$ cat src/hdl/pdsc_pkg.sv
// Shared types, codes and reset constants of the phase drift classifier.
package pdsc_pkg;

  localparam int TIMER_BITS_DEF = 16;

  localparam int STAMP_W  = 16;
  localparam int PHASE_W  = 16;
  localparam int DRIFT_W  = 15;
  localparam int IDLE_W   = 16;
  localparam int CFG_IDX_W = 3;
  localparam int CFG_DATA_W = 16;

  localparam logic [1:0] MODE_REF  = 2'd0;
  localparam logic [1:0] MODE_SYNC = 2'd1;
  localparam logic [1:0] MODE_TICK = 2'd2;

  localparam logic [CFG_IDX_W-1:0] REG_IN_SYNC_LIMIT = 3'd0;
  localparam logic [CFG_IDX_W-1:0] REG_FAST_LIMIT    = 3'd1;
  localparam logic [CFG_IDX_W-1:0] REG_SLOW_LIMIT    = 3'd2;
  localparam logic [CFG_IDX_W-1:0] REG_TIMEOUT_TICKS = 3'd3;

  localparam logic [14:0] IN_SYNC_LIMIT_RST = 15'd20;
  localparam logic [14:0] FAST_LIMIT_RST    = 15'd90;
  localparam logic [15:0] SLOW_LIMIT_RST    = 16'hFFA6;  // -90
  localparam logic [15:0] TIMEOUT_TICKS_RST = 16'd3000;

  localparam logic [IDLE_W-1:0] IDLE_MAX = 16'hFFFF;

  typedef enum logic [2:0] {
    ST_NO_SIGNAL = 3'd0,
    ST_TOO_SLOW  = 3'd1,
    ST_SLOW      = 3'd2,
    ST_IN_SYNC   = 3'd3,
    ST_FAST      = 3'd4,
    ST_TOO_FAST  = 3'd5
  } status_t;

  typedef struct packed {
    logic [14:0] in_sync_limit;
    logic [14:0] fast_limit;
    logic [15:0] slow_limit;     // two's complement
    logic [15:0] timeout_ticks;
  } cfg_t;

  typedef struct packed {
    status_t              status;
    logic [DRIFT_W-1:0]   drift;
    logic [PHASE_W-1:0]   phase;
  } result_t;

endpackage

$ cat src/hdl/phase_drift_sync_classifier_unit.sv
// Top level of the phase drift classifier: input and result registers.
//
// Input channel (in_valid/in_ready, mode, stamp): one beat per event. A
// reference edge stores its timer capture, a sync edge produces one result
// beat, a tick advances the idle counter. Mode 3 is dropped silently.
// Result channel (out_valid/out_ready, status, drift, phase): one beat per
// sync edge, in input order.
// Configuration channel (cfg_valid/cfg_ready, cfg_index, cfg_data): always
// ready, a beat writes one register; unknown indexes are ignored.
// Path: a sync beat accepted into the input register moves on to the result
// register once the result register has room.
// Throughput: one beat per cycle on the input while no sync beat is held,
// set by the single pass of subtract, halve and compare between the registers.
// Stall: while a result waits for out_ready, reference and tick beats keep
// flowing; a second sync beat holds in the input register, and in_ready
// drops only once that register is held too.
// Reset (rst, synchronous): both registers empty, state cleared, limits back
// to their defaults.
module phase_drift_sync_classifier_unit #(
  parameter int TIMER_BITS = pdsc_pkg::TIMER_BITS_DEF
) (
  input  logic                            clk,
  input  logic                            rst,
  input  logic                            in_valid,
  output logic                            in_ready,
  input  logic [1:0]                      mode,
  input  logic [pdsc_pkg::STAMP_W-1:0]    stamp,
  output logic                            out_valid,
  input  logic                            out_ready,
  output logic [2:0]                      status,
  output logic [pdsc_pkg::DRIFT_W-1:0]    drift,
  output logic [pdsc_pkg::PHASE_W-1:0]    phase,
  input  logic                            cfg_valid,
  output logic                            cfg_ready,
  input  logic [pdsc_pkg::CFG_IDX_W-1:0]  cfg_index,
  input  logic [pdsc_pkg::CFG_DATA_W-1:0] cfg_data
);
  import pdsc_pkg::*;

  cfg_t    cfg;
  result_t res;

  logic               s1_valid;
  logic [1:0]         s1_mode;
  logic [STAMP_W-1:0] s1_stamp;
  logic               s1_sync;
  logic               advance;

  assign cfg_ready = 1'b1;

  pdsc_cfg_regs u_cfg (
    .clk       (clk),
    .rst       (rst),
    .cfg_valid (cfg_valid),
    .cfg_index (cfg_index),
    .cfg_data  (cfg_data),
    .cfg       (cfg)
  );

  pdsc_core #(
    .TIMER_BITS (TIMER_BITS)
  ) u_core (
    .clk   (clk),
    .rst   (rst),
    .cfg   (cfg),
    .fire  (advance),
    .mode  (s1_mode),
    .stamp (s1_stamp),
    .res   (res)
  );

  // Only sync beats need room in the result register.
  assign s1_sync  = (s1_mode == MODE_SYNC);
  assign advance  = s1_valid && (!s1_sync || !out_valid || out_ready);
  assign in_ready = !s1_valid || advance;

  always_ff @(posedge clk) begin
    if (rst) begin
      s1_valid <= 1'b0;
    end else if (in_ready) begin
      s1_valid <= in_valid;
    end
  end

  always_ff @(posedge clk) begin
    if (in_ready && in_valid) begin
      s1_mode  <= mode;
      s1_stamp <= stamp;
    end
  end

  always_ff @(posedge clk) begin
    if (rst) begin
      out_valid <= 1'b0;
    end else if (advance && s1_sync) begin
      out_valid <= 1'b1;
    end else if (out_ready) begin
      out_valid <= 1'b0;
    end
  end

  always_ff @(posedge clk) begin
    if (advance && s1_sync) begin
      status <= res.status;
      drift  <= res.drift;
      phase  <= res.phase;
    end
  end

endmodule

$ cat src/hdl/pdsc_cfg_regs.sv
// Configuration register file of the phase drift classifier.
module pdsc_cfg_regs (
  input  logic                            clk,
  input  logic                            rst,
  input  logic                            cfg_valid,
  input  logic [pdsc_pkg::CFG_IDX_W-1:0]  cfg_index,
  input  logic [pdsc_pkg::CFG_DATA_W-1:0] cfg_data,
  output pdsc_pkg::cfg_t                  cfg
);
  import pdsc_pkg::*;

  always_ff @(posedge clk) begin
    if (rst) begin
      cfg.in_sync_limit <= IN_SYNC_LIMIT_RST;
      cfg.fast_limit    <= FAST_LIMIT_RST;
      cfg.slow_limit    <= SLOW_LIMIT_RST;
      cfg.timeout_ticks <= TIMEOUT_TICKS_RST;
    end else if (cfg_valid) begin
      case (cfg_index)
        REG_IN_SYNC_LIMIT: cfg.in_sync_limit <= cfg_data[14:0];
        REG_FAST_LIMIT:    cfg.fast_limit    <= cfg_data[14:0];
        REG_SLOW_LIMIT:    cfg.slow_limit    <= cfg_data;
        REG_TIMEOUT_TICKS: cfg.timeout_ticks <= cfg_data;
        default: ;  // drop writes to unknown registers
      endcase
    end
  end

endmodule

$ cat src/hdl/pdsc_core.sv
// Phase state, drift arithmetic and status classification for one beat.
module pdsc_core #(
  parameter int TIMER_BITS = pdsc_pkg::TIMER_BITS_DEF
) (
  input  logic                         clk,
  input  logic                         rst,
  input  pdsc_pkg::cfg_t               cfg,
  input  logic                         fire,
  input  logic [1:0]                   mode,
  input  logic [pdsc_pkg::STAMP_W-1:0] stamp,
  output pdsc_pkg::result_t            res
);
  import pdsc_pkg::*;

  localparam int TB = TIMER_BITS;
  localparam int HW = (TB > 16) ? TB : 16;
  localparam logic signed [HW-1:0] H_MAX = HW'(16383);
  localparam logic signed [HW-1:0] H_MIN = -HW'(16384);

  logic [TB-1:0]     ref_stamp;
  logic [TB-1:0]     prev_phase;
  logic              ref_seen;
  logic [IDLE_W-1:0] idle_ticks;

  logic [TB-1:0]            stamp_t;
  logic [TB-1:0]            phase_cur;
  logic [TB-1:0]            wd;
  logic [TB-1:0]            hsum;
  logic [TB-1:0]            h;
  logic signed [HW-1:0]     hx;
  logic [DRIFT_W-1:0]       d;
  logic signed [15:0]       d16;
  logic [15:0]              mag;
  status_t                  cls;
  logic [IDLE_W-1:0]        idle_inc;

  assign stamp_t   = TB'(stamp);
  assign phase_cur = stamp_t - ref_stamp;
  assign wd        = phase_cur - prev_phase;

  // Halve toward zero: add one to negative values, then shift arithmetically.
  assign hsum = wd + TB'(wd[TB-1]);
  assign h    = {hsum[TB-1], hsum[TB-1:1]};
  assign hx   = HW'($signed(h));

  always_comb begin
    if (hx > H_MAX) begin
      d = 15'h3FFF;
    end else if (hx < H_MIN) begin
      d = 15'h4000;
    end else begin
      d = hx[DRIFT_W-1:0];
    end
  end

  assign d16 = 16'($signed(d));
  assign mag = d[DRIFT_W-1] ? (16'd0 - d16) : d16;

  // In-sync test first, then the positive side, then the negative side.
  always_comb begin
    if (mag <= {1'b0, cfg.in_sync_limit}) begin
      cls = ST_IN_SYNC;
    end else if (d16 > $signed({1'b0, cfg.fast_limit})) begin
      cls = ST_TOO_FAST;
    end else if (d16 > $signed({1'b0, cfg.in_sync_limit})) begin
      cls = ST_FAST;
    end else if (d16 < $signed(cfg.slow_limit)) begin
      cls = ST_TOO_SLOW;
    end else begin
      cls = ST_SLOW;
    end
  end

  assign res.status = ref_seen ? cls : ST_NO_SIGNAL;
  assign res.drift  = d;
  assign res.phase  = PHASE_W'(phase_cur);

  assign idle_inc = (idle_ticks == IDLE_MAX) ? idle_ticks : idle_ticks + 16'd1;

  always_ff @(posedge clk) begin
    if (rst) begin
      ref_stamp  <= '0;
      prev_phase <= '0;
      ref_seen   <= 1'b0;
      idle_ticks <= '0;
    end else if (fire) begin
      case (mode)
        MODE_REF: begin
          ref_stamp <= stamp_t;
          ref_seen  <= 1'b1;
        end
        MODE_SYNC: begin
          prev_phase <= phase_cur;
          idle_ticks <= '0;
        end
        MODE_TICK: begin
          idle_ticks <= idle_inc;
          if (idle_inc > cfg.timeout_ticks) begin
            ref_seen <= 1'b0;
          end
        end
        default: ;  // unused mode: no state change
      endcase
    end
  end

endmodule

$ cat config.mk
export PLATFORM = sky130hd
export DESIGN_NAME = phase_drift_sync_classifier_unit
export DESIGN_NICKNAME = d
export VERILOG_FILES = /design/src/hdl/pdsc_pkg.sv /design/src/hdl/phase_drift_sync_classifier_unit.sv /design/src/hdl/pdsc_cfg_regs.sv /design/src/hdl/pdsc_core.sv
export SDC_FILE = /design/constraint.sdc
export NUM_CORES = 1
export LEC_CHECK = 0
export BUFFER_PORTS_ARGS = -buffer_cell sky130_fd_sc_hd__buf_2
export CAP_MARGIN = 10
export CORE_AREA = 2 2 174 176
export CTS_BUF_LIST = sky130_fd_sc_hd__clkbuf_8 sky130_fd_sc_hd__clkbuf_16
export DETAILED_ROUTE_END_ITERATION = 7
export DIE_AREA = 0 0 176 178
export PLACE_DENSITY = 0.59
export SKIP_CTS_REPAIR_TIMING = 1
export SYNTH_ARGS = -nofsm -noshare
export SYNTH_HDL_FRONTEND = slang
export SYNTH_SLANG_ARGS = --single-unit
$ cat constraint.sdc
create_clock -name clk -period 9.4 [get_ports clk]
set_input_delay 0 -clock clk [delete_from_list [all_inputs] [get_ports clk]]
set_output_delay 0 -clock clk [all_outputs]
set_load 0.005 [all_outputs]
==> flow_summary_export.csv, run 1 <==
group,metric,value,unit
global_route,grtUsageTotal,0.1605,
cts,clk_latency,0.44,ns
worst_setup_path,cp_slowest_cell,"or3_4",
cts,clkTransAtPathRegs,0.08,ns
job,cap_violations,0,
timing,fin_skew,0.009122,ns
floorplanning,die_x,176,µm
cts,clock-sinks,165,
pwr,p_switching,797.3,µW
timing,setup-tns-final,0,ns
cts,root_buffer,"clkbuf_16",
detailed_routing,drt-total-wl,24.69,mm
outcome,status,"complete, no violations",
logic_synthesis,synth.avg_cell_area,8.389,µm²
pwr,cellInternalPower,1.464,mW
worst_setup_path,required,9.56,ns
logic_synthesis,yosys.area.top_type,"dfxtp_1",
pwr,p_seq_frac,0.342,
layout,drive_above_1_share,0.1071,
detailed_routing,firstDrtPassIters,5,
logic_synthesis,synth.area.top_cells,"dfxtp_1 22%, edfxtp_1 15%, ha_1 14%, nand2_1 8.8%, a21oi_1 5.9%",
timing,fin_crit,7.741,ns
logic_synthesis,yosys_warnings,0,
cts,cts_tree,"done",
detailed_routing,wl_per_cell,14.47,µm
floorplanning,num_rows,63,
logic_synthesis,synth_top_flop_cell,"dfxtp_1",
detailed_routing,vias,8448,
logic_synthesis,synth_fa_ha_area_frac,0.1412,
logic_synthesis,ys_ff_latch,165,
detailed_routing,drt_iter0_drc,411,
logic_synthesis,synthMuxAreaShare,0.003092,
detailed_routing,drc,0,
worst_setup_path,criticalPathCategory,"register to register",
timing,min_period_over_period,0.8235,
pwr,power_density,190.7,nW/µm²
logic_synthesis,synth_cells,1206,
worst_setup_path,cpMostUsedCell,"a21oi_1",
cts,htreeDepth,4,
global_route,antenna_found_initial,0,
detailed_routing,ant_nets,0,
worst_setup_path,cp-end-kind,"register",
floorplanning,core-area,29400,µm²
timing,finalSetupViolations,0,
pwr,leakage,4.883,nW
logic_synthesis,syn-num-nets,1361,
layout,syn_to_final_growth,17.20,%
floorplanning,io_pins,79,
logic_synthesis,synth_edf_count,52,
logic_synthesis,synth_top_family_by_area,"simple AND/OR/NAND/NOR gates",
layout,nets,1458,
pwr,swShare,0.3526,
timing,maxSlewViolCount,0,
logic_synthesis,post_synth_and_or_nand_nor_area_fraction,0.2135,
layout,fin_cells,1706,
global_route,grt_pass1_wl,40.23,mm
timing,slew-limit-headroom,0.2886,
cts,clockBufferDepth,2,
logic_synthesis,synth-compound-area-share,0.1546,
placed_design,dp_hpwl,18.35,mm
placed_design,numPlacedInstances,1636,
pwr,p_comb_frac,0.337,
floorplanning,die_area,31330,µm²
logic_synthesis,syn_area,10120,µm²
floorplanning,initial_core_util,0.3441,
cts,numCtsBuffers,17,
floorplanning,fp.dieH,178,µm
logic_synthesis,yosys.area.top_type_share,0.2236,
layout,n_antenna_cell,0,
worst_setup_path,rr_worst_depth,38,
global_route,grt_pass1_vias,7930,
logic_synthesis,async_flop_share,0,
global_route,grt_max_degree,84,
pwr,p_clk_frac,0.320,
timing,final_hold_viol_count,0,
timing,rsz0062_at_grt,"no",
worst_setup_path,cp_max_fo,6,
worst_setup_path,cp.arrival,7.90,ns
hold_path,whs_path_depth,5,
timing,fmax,0.1292,GHz
logic_synthesis,ys_seq_area_frac,0.3779,
placed_design,port_buffers,77,
layout,final_core_util,0.4033,
timing,worst_slew_pin_slew,1.064,ns
logic_synthesis,synth_xor_xnor_area_share,0.05169,
logic_synthesis,synth_cell_types,70,
placed_design,place_congestion,0.8617,
hold_path,hp-class,"input port to register",
pwr,ir_drop,128.7,µV
worst_setup_path,cpPeakStageDelay,0.42,ns
global_route,overflow,0,
worst_setup_path,start_kind,"register",
detailed_routing,viasPerCell,4.952,
cells in the mapped netlist, drive strengths merged, types with 7 or more instances:
cell type  number
nand3b         23
o31ai          10
nand3          22
nand2         237
inv           114
a21oi         120
a21o           22
nor2b          15
xnor2          37
nor3           20
a211oi          7
clkbuf         35
dfxtp         113
or3             9
a22oi           9
o21a           14
xor2           17
o21ai          34
nand4          21
nand2b         13
nor2           74
and2            7
edfxtp         52
ha            111
sequential cells by signal, summed over array words and instances, names as in the netlist:
name               count
s1_valid               1
s1_stamp              16
u_core.ref_seen        1
u_cfg.cfg             62
s1_mode                2
u_core.ref_stamp      16
drift                 15
out_valid              1
status                 3
u_core.prev_phase     16
u_core.idle_ticks     16
phase                 16
placed cells by master (no fill, tap or decap), types with 5 or more instances in the layout:
cell type,n
edfxtp_1,52
nand3b_1,23
nand2_1,237
o31ai_1,6
nand3_1,22
a211oi_1,6
nor2_1,74
dlygate4sd3_1,38
dfxtp_1,113
a21o_1,22
or3_1,7
a22oi_1,9
nand2b_1,13
nor3_1,20
a21oi_1,119
or2_2,5
and2_1,7
ha_1,111
inv_6,6
a31oi_1,5
xor2_1,17
clkbuf_16,17
xnor2_1,35
o21ai_0,34
nand4_1,21
buf_2,76
nor2b_1,15
inv_1,113
o21a_1,14
final timing paths:
path	start	endpoint	slack [ns]
worst max register to register	s1_stamp[0]	status[2]	1.66
worst max-delay path	s1_stamp[0]	status[2]	1.66
worst min-delay path	cfg_index[1]	u_cfg.cfg[57]	0.14
worst min register to register	u_core.ref_stamp[5]	u_core.ref_stamp[5]	0.45
through the flow:
stage	hold WS, ns	setup WS, ns	power [mW]	instance area, µm²
2_1_floorplan	0.09887	2.496	1.349	10120
3_5_place_dp	0.1799	1.720	1.536	10870
6_report	0.1394	1.659	2.261	11860
4_1_cts	-0.2853	1.654	2.268	11480
3_3_place_gp	0.1789	1.972	1.519	10870
5_1_grt	0.1756	0.9308	2.417	11860
worst max-delay path: cells and delay by family (launching register included):
kind,cells,cell delay [ns]
AND/OR/NAND/NOR,11,1.84
buffers and inverters,1,0.05
adder cells (fa/ha/maj),5,1.45
AO/OA/AOI/OAI,18,3.04
XOR/XNOR,3,0.73
flip-flops,1,0.36
kinds of logic after synthesis:
kind of cell / count (synthesis)
AOI/OAI and AO/OA: 249
buffers and inverters: 154
other: 1
muxes: 3
DFF: 165
adders and majority gates: 113
xor gates and xnor gates: 55
and+or+nand+nor: 466
cell type report:
cell class,count,area [µm²]
fillers,2979,17540
multi-input cells,887,5717
flip-flops and latches,165,3824
repair buffers,118,790.8
well taps,390,488.0
inverters,114,427.9
clock buffers,17,425.4
clock inverters,15,185.2
power by group through the flow:
stage | logic (mW) | clock network, mW | registers (mW)
2_1_floorplan | 0.561 | 0 | 0.788
3_3_place_gp | 0.729 | 0 | 0.790
3_5_place_dp | 0.746 | 0 | 0.790
4_1_cts | 0.752 | 0.742 | 0.774
5_1_grt | 0.870 | 0.771 | 0.776
6_report | 0.763 | 0.724 | 0.774
per-layer routing:
layer	vias to the layer above	global-route usage	routed length (µm)
li1	4333	-	-
met5	-	0	0
met3	28	0.02515	894
met4	0	0.04477	389
met1	3919	0.2135	11670
met2	168	0.2707	11730
(Power assumes the default switching activity.)
==> inputs of run 2 (changes only) <==
- ABC_AREA: default -> 1
- CORE_AREA: 2 2 174 176 -> 2 2 173 175
- DIE_AREA: 0 0 176 178 -> 0 0 175 177
- PLACE_DENSITY: 0.59 -> 0.61
- clock period: 9.4 -> 6.25 ns (I/O delays scaled with it)
==> run 2 against run 1 <==
Compared with the run above: the run now ends with hold timing left; combinational power increased by 120%; clock skew grew 0.0065 ns; via count is 4.9% higher; critical path type unchanged; critical endpoint is now status[1]; highest routed layer unchanged.
==> flow_summary_export.csv, run 2 <==
group,metric,value,unit
outcome,status,"finished with violations",
outcome,violations,"hold timing",
logic_synthesis,syn-num-nets,1452,
logic_synthesis,yosysMostFrequentCell,"nand2_1",
placed_design,place_congestion,0.8392,
layout,nets,1632,
cts,root_buffer,"clkbuf_16",
timing,fin_crit,6.201,ns
cts,htreeDepth,4,
worst_setup_path,cpPeakStageDelay,0.40,ns
logic_synthesis,synth_top_flop_cell,"dfxtp_1",
global_route,grt_pass1_wl,40.55,mm
floorplanning,core-area,29240,µm²
detailed_routing,firstDrtPassIters,7,
pwr,ir_drop,203.6,µV
global_route,grtUsageTotal,0.1632,
layout,largest-register,"u_cfg.cfg",
global_route,overflow,0,
logic_synthesis,yosys_warnings,0,
layout,n_antenna_cell,0,
global_route,antenna_found_initial,0,
worst_setup_path,cp-end-kind,"register",
layout,final_common_cell,"nand2_1",
hold_path,hp-class,"input port to register",
cts,clkTransAtPathRegs,0.06,ns
timing,slew-limit-headroom,0.2836,
cts,clk_latency,0.44,ns
detailed_routing,drt-total-wl,24.93,mm
worst_setup_path,cp_slowest_cell,"fa_2",
logic_synthesis,synth_cells,1297,
logic_synthesis,yosys.area.top_type_share,0.2237,
logic_synthesis,async_flop_share,0,
floorplanning,num_rows,63,
layout,fillers,2904,
layout,drive_above_1_share,0.1862,
logic_synthesis,yosys.area.top_type,"dfxtp_1",
global_route,grt_pass1_vias,8185,
logic_synthesis,synth_cell_types,49,
cts,clock-sinks,165,
placed_design,dp_hpwl,19.02,mm
pwr,leakage,5.821,nW
placed_design,placed_area,11410,µm²
floorplanning,die_x,175,µm
logic_synthesis,synth.avg_cell_area,7.799,µm²
layout,multi_input_area,5550,µm²
timing,worst_slew_pin_slew,1.071,ns
logic_synthesis,ys_seq_area_frac,0.3780,
detailed_routing,vias,8866,
worst_setup_path,cpMostUsedCell,"nand2_1",
timing,finalSetupViolations,0,
logic_synthesis,synthTopCellsByCount,"223 x nand2_1, 222 x inv_1, 143 x a21oi_1",
timing,rsz0062_at_grt,"yes",
detailed_routing,drt_iter0_drc,503,
floorplanning,die_area,30980,µm²
worst_setup_path,start_kind,"register",
global_route,grt_max_degree,72,
worst_setup_path,cp_max_fo,4,
worst_setup_path,criticalPathCategory,"register to register",
cts,cts_tree,"done",
placed_design,port_buffers,77,
pwr,power,3.914,mW
logic_synthesis,synth.area.top_cells,"dfxtp_1 22%, edfxtp_1 15%, ha_1 14%, nand2_1 8.3%, inv_1 8.2%",
timing,fin_skew,0.01563,ns
cts,numCtsBuffers,17,
floorplanning,fp.dieH,177,µm
timing,holdWs,-0.007844,ns
cts,clockBufferDepth,2,
layout,largest_reg_flops,62,
timing,maxSlewViolCount,0,
pwr,cellInternalPower,2.482,mW
job,cap_violations,0,
worst_setup_path,required,6.53,ns
layout,finish.instance_area,12670,µm²
worst_setup_path,cp.arrival,6.48,ns
floorplanning,io_pins,79,
pwr,p_switching,1.432,mW
layout,syn_to_final_growth,25.23,%
logic_synthesis,syn_area,10110,µm²
layout,register_area,3824,µm²
detailed_routing,drc,0,
detailed_routing,viasPerCell,4.721,
pwr,power_density,309.0,nW/µm²
timing,final_hold_viol_count,2,
timing,min_period_over_period,0.9922,
logic_synthesis,synth_edf_count,52,
detailed_routing,wl_per_cell,13.28,µm
pwr,p_clk_frac,0.268,
detailed_routing,ant_nets,0,
logic_synthesis,ys_ff_latch,165,
pwr,swShare,0.3659,
timing,setup-tns-final,0,ns
floorplanning,initial_core_util,0.3459,
timing,fmax,0.1613,GHz
pwr,p_comb_frac,0.433,
layout,final_cell_mix,"220 x nand2_1, 217 x inv_1, 136 x a21oi_1, 113 x dfxtp_1, 104 x ha_1",
pwr,p_seq_frac,0.299,
## run 2: worst max-delay path: cells and delay by family, from the launching register on
| kind | cells | cell delay [ns] |
|---|---|---|
| adder cells (fa/ha/maj) | 5 | 1.37 |
| XOR/XNOR | 2 | 0.51 |
| AND/OR/NAND/NOR | 16 | 1.93 |
| AO/OA/AOI/OAI | 9 | 1.25 |
| buffers and inverters | 7 | 0.64 |
| flip-flops | 1 | 0.34 |
## run 2: cell type report
class | instances | share of cell area
Tap cell | 390 | 0.03852
Sequential cell | 165 | 0.3019
Clock buffer | 22 | 0.03991
Clock inverter | 8 | 0.005828
Multi-Input combinational cell | 868 | 0.4382
Inverter | 234 | 0.06954
Timing Repair Buffer | 191 | 0.1062
## run 2: power by group through the flow
stage / Sequential (mW) / Combinational (mW) / Clock (mW)
after floorplan: 1.19 / 1.00 / 0
after CTS: 1.17 / 1.56 / 1.07
after global placement: 1.19 / 1.52 / 0
after detailed placement: 1.20 / 1.54 / 0
final: 1.17 / 1.69 / 1.05
after global routing: 1.17 / 1.92 / 1.12
## run 2: metal layers
metal | wire length, µm | GRT usage | vias to the layer above
met5 | 0 | 0 | -
met3 | 742 | 0.02320 | 32
met1 | 11980 | 0.2158 | 4049
met2 | 11650 | 0.2704 | 130
met4 | 559 | 0.06215 | 0
li1 | - | - | 4655
## run 2: cell families (layout without fill, tap and decap cells)
logic type | count (synthesis) | after routing | synth area share
flip-flops | 165 | 165 | 0.3780
AO/OA/AOI/OAI | 296 | 296 | 0.1611
XOR/XNOR | 41 | 41 | 0.03958
buffers and inverters | 264 | 455 | 0.09871
AND/OR/NAND/NOR | 417 | 417 | 0.1810
adder cells (fa/ha/maj) | 113 | 113 | 0.1413
other | 1 | 1 | 0.0003707
## run 2: worst paths after layout
kind,start,end,slack [ns],cells past startpoint
worst min-delay path,cfg_index[0],u_cfg.cfg[49],-0.008,3
worst max register to register,s1_stamp[0],status[1],0.05,39
worst max-delay path,s1_stamp[0],status[1],0.05,39
worst min register to register,u_core.ref_stamp[4],u_core.ref_stamp[4],0.45,2
## run 2: stage by stage
step,setup slack (ns),std cells,util
finish,0.04882,1878,0.4331
global route,-0.4020,1878,0.4331
CTS,-0.3488,1835,0.4101
detailed placement,-0.3272,1805,0.3903
global placement,-0.1396,1805,0.3903
floorplan,0.1528,1297,-
==> inputs of run 3 (changes only) <==
- CORE_AREA: 2 2 173 175 -> 2 2 177 179
- DIE_AREA: 0 0 175 177 -> 0 0 179 181
- PLACE_DENSITY: 0.61 -> 0.6
- SYNTH_HIERARCHICAL: default -> 1
==> run 3 against run 2 <==
Compared with the run above: the run still ends with hold timing left; hold slack gained 0.0062 ns; via count is 4.9% higher; area after synthesis increased by 3.7%; non-clock buffer count down 20; routed wire length increased by 6.1%; cell count grew 4.8%; core utilization shrank 1.0 points; sequential power is essentially flat; global-route usage down 0.070 points; synthesized cell count grew 8.4%; register-to-register slack improved by 0.18 ns; combinational power grew 3%; highest routed layer unchanged.
==> flow_summary_export.csv, run 3 <==
group,metric,value,unit
outcome,status,"finished with violations",
outcome,violations,"hold timing",
timing,maxSlewViolCount,0,
timing,finalSetupViolations,0,
pwr,p_seq_frac,0.299,
logic_synthesis,ys_ff_latch,165,
detailed_routing,firstDrtPassIters,5,
worst_setup_path,required,6.44,ns
logic_synthesis,synth.area.top_cells,"dfxtp_1 22%, edfxtp_1 15%, ha_1 13%, nand2_1 11%, inv_1 8.0%",
detailed_routing,wl_met2,12.74,mm
placed_design,port_buffers,77,
logic_synthesis,syn-num-nets,1559,
timing,setup-tns-final,0,ns
detailed_routing,met3_length,841,µm
worst_setup_path,crit_cells,41,
global_route,grtUsageTotal,0.1625,
floorplanning,die_area,32400,µm²
detailed_routing,drt-total-wl,26.45,mm
layout,finish.instance_area,12840,µm²
pwr,cellInternalPower,2.448,mW
floorplanning,initial_core_util,0.3457,
detailed_routing,drc,0,
layout,final_common_cell,"nand2_1",
layout,drive_above_1_share,0.1609,
pwr,p_switching,1.490,mW
layout,largest_reg_flops,62,
pwr,swShare,0.3784,
global_route,antenna_found_initial,0,
worst_setup_path,cp_num_buf_inv,8,
global_route,grt_pass1_vias,8698,
worst_setup_path,cpPeakStageDelay,0.39,ns
cts,clockBufferDepth,2,
logic_synthesis,yosys_warnings,6,
placed_design,placed_area,11620,µm²
logic_synthesis,yosys.area.top_type_share,0.2156,
worst_setup_path,start_kind,"register",
floorplanning,core-area,30350,µm²
worst_setup_path,cpMostUsedCell,"nor2_1",
logic_synthesis,yosysMostFrequentCell,"nand2_1",
hold_path,hp-class,"input port to register",
logic_synthesis,synthTopCellsByCount,"298 x nand2_1, 223 x inv_1, 134 x nor2_1",
hold_path,whs_endpoint,"u_cfg/cfg[20]",
detailed_routing,drt_iter0_drc,417,
detailed_routing,viasPerCell,4.726,
placed_design,dp_hpwl,19.69,mm
floorplanning,num_rows,64,
detailed_routing,dr.max_layer_used,"met4",
timing,final_hold_viol_count,1,
pwr,power_density,306.7,nW/µm²
layout,final_cell_mix,"293 x nand2_1, 215 x inv_1, 130 x nor2_1, 113 x dfxtp_1, 108 x a21oi_1",
global_route,grt_pass1_wl,41.85,mm
worst_setup_path,cp_slowest_cell,"fa_2",
worst_setup_path,cp-end-kind,"register",
worst_setup_path,critPathTopFamily,"compound AO/OA/AOI/OAI gates",
hold_path,hold_path_startpoint,"cfg_index[0]",
worst_setup_path,cp_max_fo,4,
logic_synthesis,yosys.area.top_type,"dfxtp_1",
cts,root_buffer,"clkbuf_16",
worst_setup_path,timing.rr.start,"s1_stamp[0]",
timing,fin_skew,0.009131,ns
placed_design,place_congestion,0.8827,
logic_synthesis,async_flop_share,0,
worst_setup_path,rr_worst_depth,41,
layout,nets,1712,
timing,fmax,0.1660,GHz
pwr,p_comb_frac,0.442,
cts,numCtsBuffers,17,
timing,slew-limit-headroom,0.2667,
detailed_routing,wl_per_cell,13.44,µm
timing,fin_crit,6.023,ns
cts,cts_tree,"done",
pwr,p_clk_frac,0.260,
pwr,power,3.938,mW
global_route,overflow,0,
worst_setup_path,worstReg2RegEnd,"status[1]",
detailed_routing,ant_nets,0,
hold_path,whs_path_depth,5,
logic_synthesis,ys_seq_area_frac,0.3644,
detailed_routing,wl_met1,12.38,mm
logic_synthesis,synth.avg_cell_area,7.463,µm²
worst_setup_path,criticalPathCategory,"register to register",
cts,htreeDepth,4,
worst_setup_path,rrSetupSlack,0.23,ns
cts,clock-sinks,165,
timing,rsz0062_at_grt,"yes",
job,cap_violations,0,
cts,clkTransAtPathRegs,0.07,ns
layout,n_antenna_cell,0,
logic_synthesis,synth_edf_count,52,
pwr,leakage,5.991,nW
global_route,grt_max_degree,63,
floorplanning,die_x,179,µm
cts,clk_latency,0.44,ns
timing,holdWs,-0.001680,ns
timing,min_period_over_period,0.9637,
logic_synthesis,synth_top_flop_cell,"dfxtp_1",
layout,syn_to_final_growth,22.35,%
layout,fillers,3091,
logic_synthesis,synth_cell_types,47,
logic_synthesis,synth_cells,1406,
floorplanning,io_pins,79,
logic_synthesis,syn_area,10490,µm²
timing,worst_slew_pin_slew,1.096,ns
pwr,ir_drop,191.5,µV
layout,largest-register,"u_cfg/cfg",
floorplanning,fp.dieH,181,µm
worst_setup_path,cp.arrival,6.22,ns
detailed_routing,vias,9301,
run 3: cell type report:
| cell class | count | area [µm²] | area share |
|---|---|---|---|
| clock buffers | 17 | 425.4 | 0.03314 |
| clock inverters | 15 | 146.4 | 0.01140 |
| inverters | 227 | 852.1 | 0.06637 |
| multi-input cells | 977 | 5913 | 0.4606 |
| flip-flops and latches | 165 | 3824 | 0.2979 |
| well taps | 396 | 495.5 | 0.03860 |
| repair buffers | 171 | 1181 | 0.09201 |
run 3: worst register-to-register path: cells and delay by family (launching register included):
kind	cells	cell delay [ns]
buf+inv	8	0.68
simple gates	14	1.24
fa+ha+maj	5	1.24
xor+xnor	2	0.43
flops	1	0.34
compound gates	12	1.84
run 3: power groups by stage:
stage	Sequential [mW]	Combinational, mW	Clock [mW]
4_1_cts	1.18	1.55	1.06
5_1_grt	1.18	1.97	1.10
3_5_place_dp	1.20	1.55	0
6_report	1.18	1.74	1.02
2_1_floorplan	1.20	1.05	0
3_3_place_gp	1.20	1.51	0
run 3: logic make-up after synthesis:
family                     synth area share
AOI/OAI and AO/OA                    0.1139
xor gates and xnor gates            0.04293
adders and majority gates            0.1338
buffers and inverters               0.09826
DFF                                  0.3644
muxes                              0.001073
other                             0.0003574
and+or+nand+nor                      0.2453
run 3: metrics by stage:
stage / worst slack, ns / utilization / cells
6_report: 0.2271 / 0.4230 / 1968
5_1_grt: -0.3149 / 0.4230 / 1968
4_1_cts: -0.2039 / 0.4018 / 1930
3_5_place_dp: -0.1890 / 0.3830 / 1898
3_3_place_gp: -0.09446 / 0.3830 / 1898
2_1_floorplan: 0.1492 / - / 1406
run 3: layer usage:
layer | global-route usage | vias to the layer above
li1 | - | 4872
met1 | 0.2097 | 4216
met2 | 0.2800 | 179
met3 | 0.02420 | 34
met4 | 0.04455 | 0
met5 | 0 | -
run 3: worst max-delay path by stage:
| stage | slack [ns] | to | start |
|---|---|---|---|
| finish | 0.23 | status[1] | s1_stamp[0] |
| CTS | -0.20 | status[1] | s1_stamp[0] |
| global route | -0.31 | status[1] | s1_stamp[0] |
| detailed placement | -0.19 | status[1] | s1_stamp[0] |
| global placement | -0.09 | status[1] | s1_stamp[0] |
| floorplan | 0.15 | status[1] | s1_stamp[0] |
